$ cat config.mk
export PLATFORM = sky130hd
export DESIGN_NAME = htd_seq
export DESIGN_NICKNAME = d
export VERILOG_FILES = /design/src/hw/rtl/htd_pkg.sv /design/src/hw/rtl/htd_seq.sv
export VERILOG_INCLUDE_DIRS = /design/src /design/src/hw/rtl
export SDC_FILE = /design/constraint.sdc
export NUM_CORES = 1
export LEC_CHECK = 0
export BUFFER_PORTS_ARGS = -buffer_cell sky130_fd_sc_hd__buf_2
export CAP_MARGIN = 15
export CELL_PAD_IN_SITES_DETAIL_PLACEMENT = 2
export CELL_PAD_IN_SITES_GLOBAL_PLACEMENT = 2
export CORE_MARGIN = 10
export CORE_UTILIZATION = 36
export CTS_CLUSTER_DIAMETER = 120
export DETAILED_ROUTE_END_ITERATION = 6
export GPL_TIMING_DRIVEN = 0
export PLACE_DENSITY = 0.9
export RECOVER_POWER = 50
export SLEW_MARGIN = 20
export SYNTH_ARGS = -nofsm -noshare
export SYNTH_HDL_FRONTEND = slang
export SYNTH_SLANG_ARGS = --single-unit
$ cat constraint.sdc
create_clock -name clock -period 5.8 [get_ports clock]
set_input_delay 1.16 -clock clock [delete_from_list [all_inputs] [get_ports clock]]
set_output_delay 1.16 -clock clock [all_outputs]
set_load 0.1 [all_outputs]
$ cat src/hw/rtl/huffman_tree_decoder_top_defines.svh
// Assertion macros for the Huffman tree decoder.
// They expect signals named clock and reset in the module that uses them.
`ifndef HUFFMAN_TREE_DECODER_TOP_DEFINES_SVH
`define HUFFMAN_TREE_DECODER_TOP_DEFINES_SVH

`define HTD_ASSERT_IMPLY(label, ante, cons, msg) \
   label: assert property (@(posedge clock) disable iff (reset) (ante) |-> (cons)) \
      else $error(msg);

`define HTD_ASSERT_ALWAYS(label, cond, msg) \
   `HTD_ASSERT_IMPLY(label, 1'b1, cond, msg)

`endif

$ cat src/hw/rtl/htd_pkg.sv
package htd_pkg;

   localparam int CODE_W           = 64;
   localparam int LEN_W            = 7;
   localparam int CNT_W            = 4;
   localparam int BYTE_W           = 8;
   localparam int SYM_W            = 8;
   localparam int DEF_NODES        = 512;
   localparam int DEF_MAX_CODE_LEN = 64;

   localparam logic FUNC_LOAD   = 1'b0;
   localparam logic FUNC_DECODE = 1'b1;

   typedef enum logic [1:0] {
      STATUS_SYMBOL  = 2'd0,
      STATUS_LOAD_OK = 2'd1,
      STATUS_FULL    = 2'd2,
      STATUS_ERROR   = 2'd3
   } status_type;

   typedef enum logic [3:0] {
      ST_IDLE,
      ST_LOAD_STEP,
      ST_LOAD_LINK,
      ST_LOAD_FETCH,
      ST_DEC_FETCH,
      ST_DEC_STEP,
      ST_DEC_CHECK,
      ST_DEC_ERROR,
      ST_DEC_FLUSH
   } state_type;

   typedef struct packed {
      logic              valid;
      status_type        status;
      logic [SYM_W-1:0]  symbol;
      logic              last;
   } post_type;

endpackage

$ cat src/hw/rtl/htd_seq.sv
`include "huffman_tree_decoder_top_defines.svh"

module htd_seq #(
   parameter int NODES        = htd_pkg::DEF_NODES,
   parameter int MAX_CODE_LEN = htd_pkg::DEF_MAX_CODE_LEN
) (
   input  logic                                  clock,
   input  logic                                  reset,
   input  logic                                  req_valid,
   output logic                                  req_stall,
   input  logic                                  req_func,
   input  logic [htd_pkg::SYM_W-1:0]             req_symbol,
   input  logic [htd_pkg::LEN_W-1:0]             req_code_length,
   input  logic [htd_pkg::CODE_W-1:0]            req_code_bits,
   input  logic [htd_pkg::BYTE_W-1:0]            req_data_byte,
   input  logic [htd_pkg::CNT_W-1:0]             req_bit_count,
   input  logic                                  out_free,
   output htd_pkg::post_type                     post,
   output logic                                  mem_we,
   output logic [$clog2(NODES)-1:0]              mem_waddr,
   output logic [2*$clog2(NODES)+htd_pkg::SYM_W-1:0] mem_wdata,
   output logic                                  mem_re,
   output logic [$clog2(NODES)-1:0]              mem_raddr,
   input  logic [2*$clog2(NODES)+htd_pkg::SYM_W-1:0] mem_rdata
);

   localparam int AW      = $clog2(NODES);
   localparam int NU_W    = $clog2(NODES + 1);
   localparam int SYM_W   = htd_pkg::SYM_W;
   localparam int LEN_W   = htd_pkg::LEN_W;
   localparam int BYTE_W  = htd_pkg::BYTE_W;
   localparam int CODE_IW = $clog2(htd_pkg::CODE_W);

   htd_pkg::state_type state_ff, state_in;
   logic [LEN_W-1:0]          rem_ff, rem_in;
   logic [htd_pkg::CODE_W-1:0] code_ff, code_in;
   logic [BYTE_W-1:0]         data_ff, data_in;
   logic [SYM_W-1:0]          symbol_ff, symbol_in;
   logic [AW-1:0]             cur_node_ff, cur_node_in;
   logic [AW-1:0]             cur_left_ff, cur_left_in;
   logic [AW-1:0]             cur_right_ff, cur_right_in;
   logic [SYM_W-1:0]          cur_value_ff, cur_value_in;
   logic [AW-1:0]             root_left_ff, root_left_in;
   logic [AW-1:0]             root_right_ff, root_right_in;
   logic [NU_W-1:0]           nodes_used_ff, nodes_used_in;
   logic [AW-1:0]             walk_ff, walk_in;
   logic                      pend_valid_ff, pend_valid_in;
   logic [SYM_W-1:0]          pend_symbol_ff, pend_symbol_in;

   logic [LEN_W-1:0]          rem_m1;
   logic                      code_bit;
   logic [AW-1:0]             load_slot;
   logic                      dec_bit;
   logic [AW-1:0]             dec_next;
   logic [AW-1:0]             rd_left;
   logic [AW-1:0]             rd_right;
   logic [SYM_W-1:0]          rd_value;
   logic                      store_full;
   logic [AW-1:0]             new_idx;
   logic [LEN_W-1:0]          len_sat;
   logic [htd_pkg::CNT_W-1:0] cnt_sat;

   assign rem_m1     = rem_ff - LEN_W'(1);
   assign code_bit   = code_ff[rem_m1[CODE_IW-1:0]];
   assign load_slot  = code_bit ? cur_right_ff : cur_left_ff;
   assign dec_bit    = data_ff[BYTE_W-1];
   assign dec_next   = dec_bit ? cur_right_ff : cur_left_ff;
   assign rd_left    = mem_rdata[2*AW+SYM_W-1 -: AW];
   assign rd_right   = mem_rdata[SYM_W +: AW];
   assign rd_value   = mem_rdata[SYM_W-1:0];
   assign store_full = (nodes_used_ff == NU_W'(NODES));
   assign new_idx    = nodes_used_ff[AW-1:0];
   assign len_sat    = (req_code_length > LEN_W'(MAX_CODE_LEN)) ?
                       LEN_W'(MAX_CODE_LEN) : req_code_length;
   assign cnt_sat    = (req_bit_count > htd_pkg::CNT_W'(BYTE_W)) ?
                       htd_pkg::CNT_W'(BYTE_W) : req_bit_count;
   assign req_stall  = (state_ff != htd_pkg::ST_IDLE);

   always_ff @(posedge clock) begin
      if (reset) begin
         state_ff      <= htd_pkg::ST_IDLE;
         rem_ff        <= '0;
         root_left_ff  <= '0;
         root_right_ff <= '0;
         nodes_used_ff <= NU_W'(1);
         walk_ff       <= '0;
         pend_valid_ff <= 1'b0;
      end else begin
         state_ff      <= state_in;
         rem_ff        <= rem_in;
         root_left_ff  <= root_left_in;
         root_right_ff <= root_right_in;
         nodes_used_ff <= nodes_used_in;
         walk_ff       <= walk_in;
         pend_valid_ff <= pend_valid_in;
      end
   end

   always_ff @(posedge clock) begin
      code_ff        <= code_in;
      data_ff        <= data_in;
      symbol_ff      <= symbol_in;
      cur_node_ff    <= cur_node_in;
      cur_left_ff    <= cur_left_in;
      cur_right_ff   <= cur_right_in;
      cur_value_ff   <= cur_value_in;
      pend_symbol_ff <= pend_symbol_in;
   end

   always_comb begin
      state_in       = state_ff;
      rem_in         = rem_ff;
      code_in        = code_ff;
      data_in        = data_ff;
      symbol_in      = symbol_ff;
      cur_node_in    = cur_node_ff;
      cur_left_in    = cur_left_ff;
      cur_right_in   = cur_right_ff;
      cur_value_in   = cur_value_ff;
      root_left_in   = root_left_ff;
      root_right_in  = root_right_ff;
      nodes_used_in  = nodes_used_ff;
      walk_in        = walk_ff;
      pend_valid_in  = pend_valid_ff;
      pend_symbol_in = pend_symbol_ff;
      post           = '0;
      mem_we         = 1'b0;
      mem_waddr      = '0;
      mem_wdata      = '0;
      mem_re         = 1'b0;
      mem_raddr      = '0;

      case (state_ff)
         htd_pkg::ST_IDLE: begin
            if (req_valid) begin
               code_in   = req_code_bits;
               data_in   = req_data_byte;
               symbol_in = req_symbol;
               if (req_func == htd_pkg::FUNC_LOAD) begin
                  rem_in       = len_sat;
                  cur_node_in  = '0;
                  cur_left_in  = root_left_ff;
                  cur_right_in = root_right_ff;
                  cur_value_in = '0;
                  state_in     = htd_pkg::ST_LOAD_STEP;
               end else begin
                  rem_in        = LEN_W'(cnt_sat);
                  pend_valid_in = 1'b0;
                  cur_node_in   = walk_ff;
                  if (walk_ff == '0) begin
                     cur_left_in  = root_left_ff;
                     cur_right_in = root_right_ff;
                     cur_value_in = '0;
                     state_in     = htd_pkg::ST_DEC_STEP;
                  end else begin
                     mem_re    = 1'b1;
                     mem_raddr = walk_ff;
                     state_in  = htd_pkg::ST_DEC_FETCH;
                  end
               end
            end
         end

         htd_pkg::ST_LOAD_STEP: begin
            if (rem_ff == '0) begin
               if (out_free) begin
                  post.valid  = 1'b1;
                  post.status = htd_pkg::STATUS_LOAD_OK;
                  post.last   = 1'b1;
                  if (cur_node_ff != '0) begin
                     mem_we    = 1'b1;
                     mem_waddr = cur_node_ff;
                     mem_wdata = {cur_left_ff, cur_right_ff, symbol_ff};
                  end
                  state_in = htd_pkg::ST_IDLE;
               end
            end else if (load_slot != '0) begin
               mem_re      = 1'b1;
               mem_raddr   = load_slot;
               cur_node_in = load_slot;
               rem_in      = rem_m1;
               state_in    = htd_pkg::ST_LOAD_FETCH;
            end else if (store_full) begin
               if (out_free) begin
                  post.valid  = 1'b1;
                  post.status = htd_pkg::STATUS_FULL;
                  post.last   = 1'b1;
                  state_in    = htd_pkg::ST_IDLE;
               end
            end else begin
               mem_we    = 1'b1;
               mem_waddr = new_idx;
               mem_wdata = '0;
               state_in  = htd_pkg::ST_LOAD_LINK;
            end
         end

         htd_pkg::ST_LOAD_LINK: begin
            if (cur_node_ff == '0) begin
               if (code_bit) begin
                  root_right_in = new_idx;
               end else begin
                  root_left_in = new_idx;
               end
            end else begin
               mem_we    = 1'b1;
               mem_waddr = cur_node_ff;
               mem_wdata = code_bit ? {cur_left_ff, new_idx, cur_value_ff}
                                    : {new_idx, cur_right_ff, cur_value_ff};
            end
            cur_node_in   = new_idx;
            cur_left_in   = '0;
            cur_right_in  = '0;
            cur_value_in  = '0;
            nodes_used_in = nodes_used_ff + NU_W'(1);
            rem_in        = rem_m1;
            state_in      = htd_pkg::ST_LOAD_STEP;
         end

         htd_pkg::ST_LOAD_FETCH: begin
            cur_left_in  = rd_left;
            cur_right_in = rd_right;
            cur_value_in = rd_value;
            state_in     = htd_pkg::ST_LOAD_STEP;
         end

         htd_pkg::ST_DEC_FETCH: begin
            cur_left_in  = rd_left;
            cur_right_in = rd_right;
            cur_value_in = rd_value;
            state_in     = htd_pkg::ST_DEC_STEP;
         end

         htd_pkg::ST_DEC_STEP: begin
            if (rem_ff == '0) begin
               state_in = htd_pkg::ST_DEC_FLUSH;
            end else if (dec_next == '0) begin
               walk_in  = '0;
               state_in = htd_pkg::ST_DEC_ERROR;
            end else begin
               mem_re      = 1'b1;
               mem_raddr   = dec_next;
               cur_node_in = dec_next;
               data_in     = {data_ff[BYTE_W-2:0], 1'b0};
               rem_in      = rem_m1;
               state_in    = htd_pkg::ST_DEC_CHECK;
            end
         end

         htd_pkg::ST_DEC_CHECK: begin
            if ((rd_left == '0) && (rd_right == '0)) begin
               if (!pend_valid_ff || out_free) begin
                  if (pend_valid_ff) begin
                     post.valid  = 1'b1;
                     post.status = htd_pkg::STATUS_SYMBOL;
                     post.symbol = pend_symbol_ff;
                     post.last   = 1'b0;
                  end
                  pend_valid_in  = 1'b1;
                  pend_symbol_in = rd_value;
                  walk_in        = '0;
                  cur_node_in    = '0;
                  cur_left_in    = root_left_ff;
                  cur_right_in   = root_right_ff;
                  cur_value_in   = '0;
                  state_in       = htd_pkg::ST_DEC_STEP;
               end
            end else begin
               walk_in      = cur_node_ff;
               cur_left_in  = rd_left;
               cur_right_in = rd_right;
               cur_value_in = rd_value;
               state_in     = htd_pkg::ST_DEC_STEP;
            end
         end

         htd_pkg::ST_DEC_ERROR: begin
            if (out_free) begin
               post.valid = 1'b1;
               if (pend_valid_ff) begin
                  post.status   = htd_pkg::STATUS_SYMBOL;
                  post.symbol   = pend_symbol_ff;
                  post.last     = 1'b0;
                  pend_valid_in = 1'b0;
               end else begin
                  post.status = htd_pkg::STATUS_ERROR;
                  post.last   = 1'b1;
                  state_in    = htd_pkg::ST_IDLE;
               end
            end
         end

         htd_pkg::ST_DEC_FLUSH: begin
            if (!pend_valid_ff) begin
               state_in = htd_pkg::ST_IDLE;
            end else if (out_free) begin
               post.valid    = 1'b1;
               post.status   = htd_pkg::STATUS_SYMBOL;
               post.symbol   = pend_symbol_ff;
               post.last     = 1'b1;
               pend_valid_in = 1'b0;
               state_in      = htd_pkg::ST_IDLE;
            end
         end

         default: begin
            state_in = htd_pkg::ST_IDLE;
         end
      endcase
   end

   `HTD_ASSERT_ALWAYS(a_nodes_bound, nodes_used_ff <= NU_W'(NODES), "node count beyond store")
   `HTD_ASSERT_ALWAYS(a_walk_alloc, NU_W'(walk_ff) < nodes_used_ff, "walk node not allocated")
   `HTD_ASSERT_IMPLY(a_post_free, post.valid, out_free, "result posted into a full register")
   `HTD_ASSERT_IMPLY(a_rw_apart, mem_we && mem_re, mem_waddr != mem_raddr, "read and write collide")

endmodule

==> flow_metrics.tcl <==
set metrics [dict create \
    cp.arrival_ps 4580 \
    cts_buffers 17 \
    areaGrowthSynthToFinish_pct 27.18 \
    fin_crit_sh_pct 99.02 \
    grt_start_max_net_pins 64 \
    drc_errors 0 \
    clkPwrFrac_pct 16.7 \
    clk_latency_ps 450 \
    coreArea_mm2 0.02285 \
    ys_async_sr_fraction_pct 0 \
    worstMarginPinSlew_ps 1591 \
    design.final.nets 1054 \
    combPwrFrac_pct 55.0 \
    dp_hpwl_um 24580 \
    skew_ps 16.53 \
    fin_crit_ps 5743 \
    synth_fp_nets 843 \
    syn_avg_cell_area_um2 11.73 \
    seq_power_share_pct 28.3 \
    antenna_found_initial 4 \
    cts_sinks 172 \
    yosys.area.top_type "edfxtp_1" \
    synth_edf_count 123 \
    violations "capacitance limit, slew limit" \
    initialDrtViolationCount 732 \
    cts-root-buf "clkbuf_16" \
    syn-instance-count 718 \
    grt.overflow.total 0 \
    vias 7445 \
    fp.dieH_um 173.0 \
    io_pins 181 \
    cts_tree "done" \
    fin_hold_ws_ps 510.1 \
    postCtsHoldBufs 0 \
    grt_pass1_vias 8113 \
    leakage_nw 4.207 \
    start_util_pct 36.87 \
    ctsHtreeMaxLevel 4 \
    fp-row-count 55 \
    ys.flop_type "edfxtp_1" \
    worstSetupPathType "register to primary output" \
    setup_viol 0 \
    dpl.cell_count 1214 \
    max_freq_mhz 174.1 \
    nFillCells 2335 \
    cap_viol_max_count 1 \
    synth.top_cells.by_area "edfxtp_1 44%, dfxtp_1 12%, a22o_1 5.6%" \
    wire_per_inst_um 29.49 \
    cp-end-kind "primary output" \
    layout-drive-gt1-share_pct 28.77 \
    clk_path_buf_depth 2 \
    grt_usage_pct 23.11 \
    first_pass_iters 5 \
    numPortBuffers 180 \
    drt_wl_total_um 37130 \
    p_sw_w 0.003641 \
    die_w_um 173.0 \
    status "complete, but fails checks" \
    synth.distinct_cells 72 \
    clkSlewWorstSetupHoldPaths_ps 80 \
    peakVddDrop_mv 0.2655 \
    routed_via_density 5.913 \
    relSlewSlack_pct -6.056 \
    hold_violations 0 \
    ys_seq_elements 172 \
    stdcell_count 1259 \
    synth_most_common_cell "edfxtp_1" \
    internal-power_w 0.003566 \
    pwr_density_cell_mw_per_mm2 672.6 \
    gp_congestion 0.8603 \
    crit_fanout 10 \
    synth_warnings 0 \
    syn_area_mm2 0.008424 \
    yosysSeqAreaShare_pct 55.49 \
    grt_pass1_wl_um 53270 \
    ys_top_cells_by_count "123 x edfxtp_1, 72 x nor2_1, 65 x nand2_1" \
    die-area_mm2 0.02992 \
    crit_required_ps 4640 \
    synth_top_area_share_pct 43.84 \
    switching_share_pct 50.52 \
    hold_path.class "register to register" \
    antenna_left 0 \
    crit_path_start_kind "register" \
    final_max_slew_viol_count 64 \
]
==> kinds of logic (layout without fill, tap and decap cells) <==
logic type,after synthesis,after routing,synth area share [%]
AOI/OAI and AO/OA,164,164,15.12
xor gates and xnor gates,15,15,1.782
adders and majority gates,3,3,0.4456
buffers and inverters,60,284,3.193
DFF,172,172,55.49
muxes,63,63,10.13
other,0,4,0
and+or+nand+nor,241,241,13.84
==> per-layer routing <==
layer  share of wire [%]  global-route usage, %  vias to the layer above  wire [um]
met4                 3.4                  10.28                        0       1260
met2                  50                  38.61                      410      18540
met3                 7.3                  5.663                       91       2694
met5                   0                      0                        -          0
met1                  39                  27.65                     3768      14640
li1                    -                      -                     3176          -
==> critical path, stage by stage (launching register included) <==
cell        delay (ps)
dfxtp_1            340
buf_6              170
buf_8              180
clkinvlp_4         160
ha_4               230
xor2_4             250
mux4_1             630
mux2i_2            240
o21ai_1            190
o32ai_4            440
mux2i_4            400
nand2_1            160
a31oi_1            250
buf_2              500
==> timing repair <==
action / in CTS / in global routing
setup buffers: 6 / 3
resized for setup: 60 / 19
endpoints found under the setup margin: 41 / 28
hold endpoints to repair: 0 / 0
pin swaps: 5 / 4
==> flip-flops by register name, indices dropped and copies added (netlist names) <==
register        flops
code_ff            64
cur_left_ff         9
cur_node_ff         9
cur_right_ff        9
cur_value_ff        8
data_ff             8
nodes_used_ff      10
pend_symbol_ff      8
pend_valid_ff       1
rem_ff              7
root_left_ff        9
root_right_ff       9
state_ff            4
symbol_ff           8
walk_ff             9
==> cell type report <==
class | count | area (um^2) | share of cell area (%)
sequential | 172 | 4674 | 43.63
multi-input combinational | 486 | 3598 | 33.59
timing repair buffer | 193 | 1145 | 10.69
clock buffer | 17 | 425.4 | 3.971
tap | 313 | 391.6 | 3.655
buffer | 46 | 229.0 | 2.137
clock inverter | 15 | 186.4 | 1.740
inverter | 13 | 53.80 | 0.5022
antenna | 4 | 10.01 | 0.09343
==> power groups by stage <==
stage | clock network, W | logic (W) | registers [W]
floorplan | 0 | 0.00253 | 0.00194
global placement | 0 | 0.00325 | 0.00201
detailed placement | 0 | 0.00344 | 0.00202
CTS | 0.00120 | 0.00377 | 0.00201
global route | 0.00126 | 0.00411 | 0.00207
finish | 0.00121 | 0.00396 | 0.00204
==> path summary, 6_finish.rpt <==
| kind | startpoint | end | slack (ps) | cells past startpoint |
|---|---|---|---|---|
| max | rem_ff[0]$_SDFFE_PP0P_ | post[0] | 60 | 13 |
| min | root_left_ff[6]$_SDFFE_PP0P_ | root_left_ff[6]$_SDFFE_PP0P_ | 510 | 2 |
| min reg2reg | root_left_ff[6]$_SDFFE_PP0P_ | root_left_ff[6]$_SDFFE_PP0P_ | 510 | 2 |
| max reg2reg | rem_ff[0]$_SDFFE_PP0P_ | cur_node_ff[8]$_DFFE_PP_ | 1450 | 12 |
==> cell usage in the layout (no fill, tap or decap), types with 7 or more instances in the layout <==
cell type    n
nand2b_1     8
xor2_1       9
nor3_1      14
a21oi_1     21
nor4_1       9
o21ai_1      7
and2_1      19
mux4_2      10
buf_4       33
nor2b_1      8
edfxtp_1   123
mux2_2       9
nand2_1     65
a22o_1      54
a222oi_1     8
nand3_1     15
dfxtp_1     49
o21ai_0     18
inv_1       10
buf_6       13
clkbuf_1    46
buf_2      136
nor2_1      71
a22oi_1     18
mux2i_1     34
clkbuf_16   17
==> metrics by stage <==
step	setup slack [ps]	utilization [%]	area (um^2)	setup TNS, ps	power (W)
floorplan	-627.1	-	8432	-3136	0.004468
global placement	-571.6	42.56	9724	-7297	0.005256
CTS	40.92	46.62	10650	0	0.006976
detailed placement	-772.7	42.87	9794	-15380	0.005464
global route	-52.28	46.89	10710	-54.78	0.007438
finish	56.82	46.89	10710	0	0.007206
(Power assumes the default switching activity.)
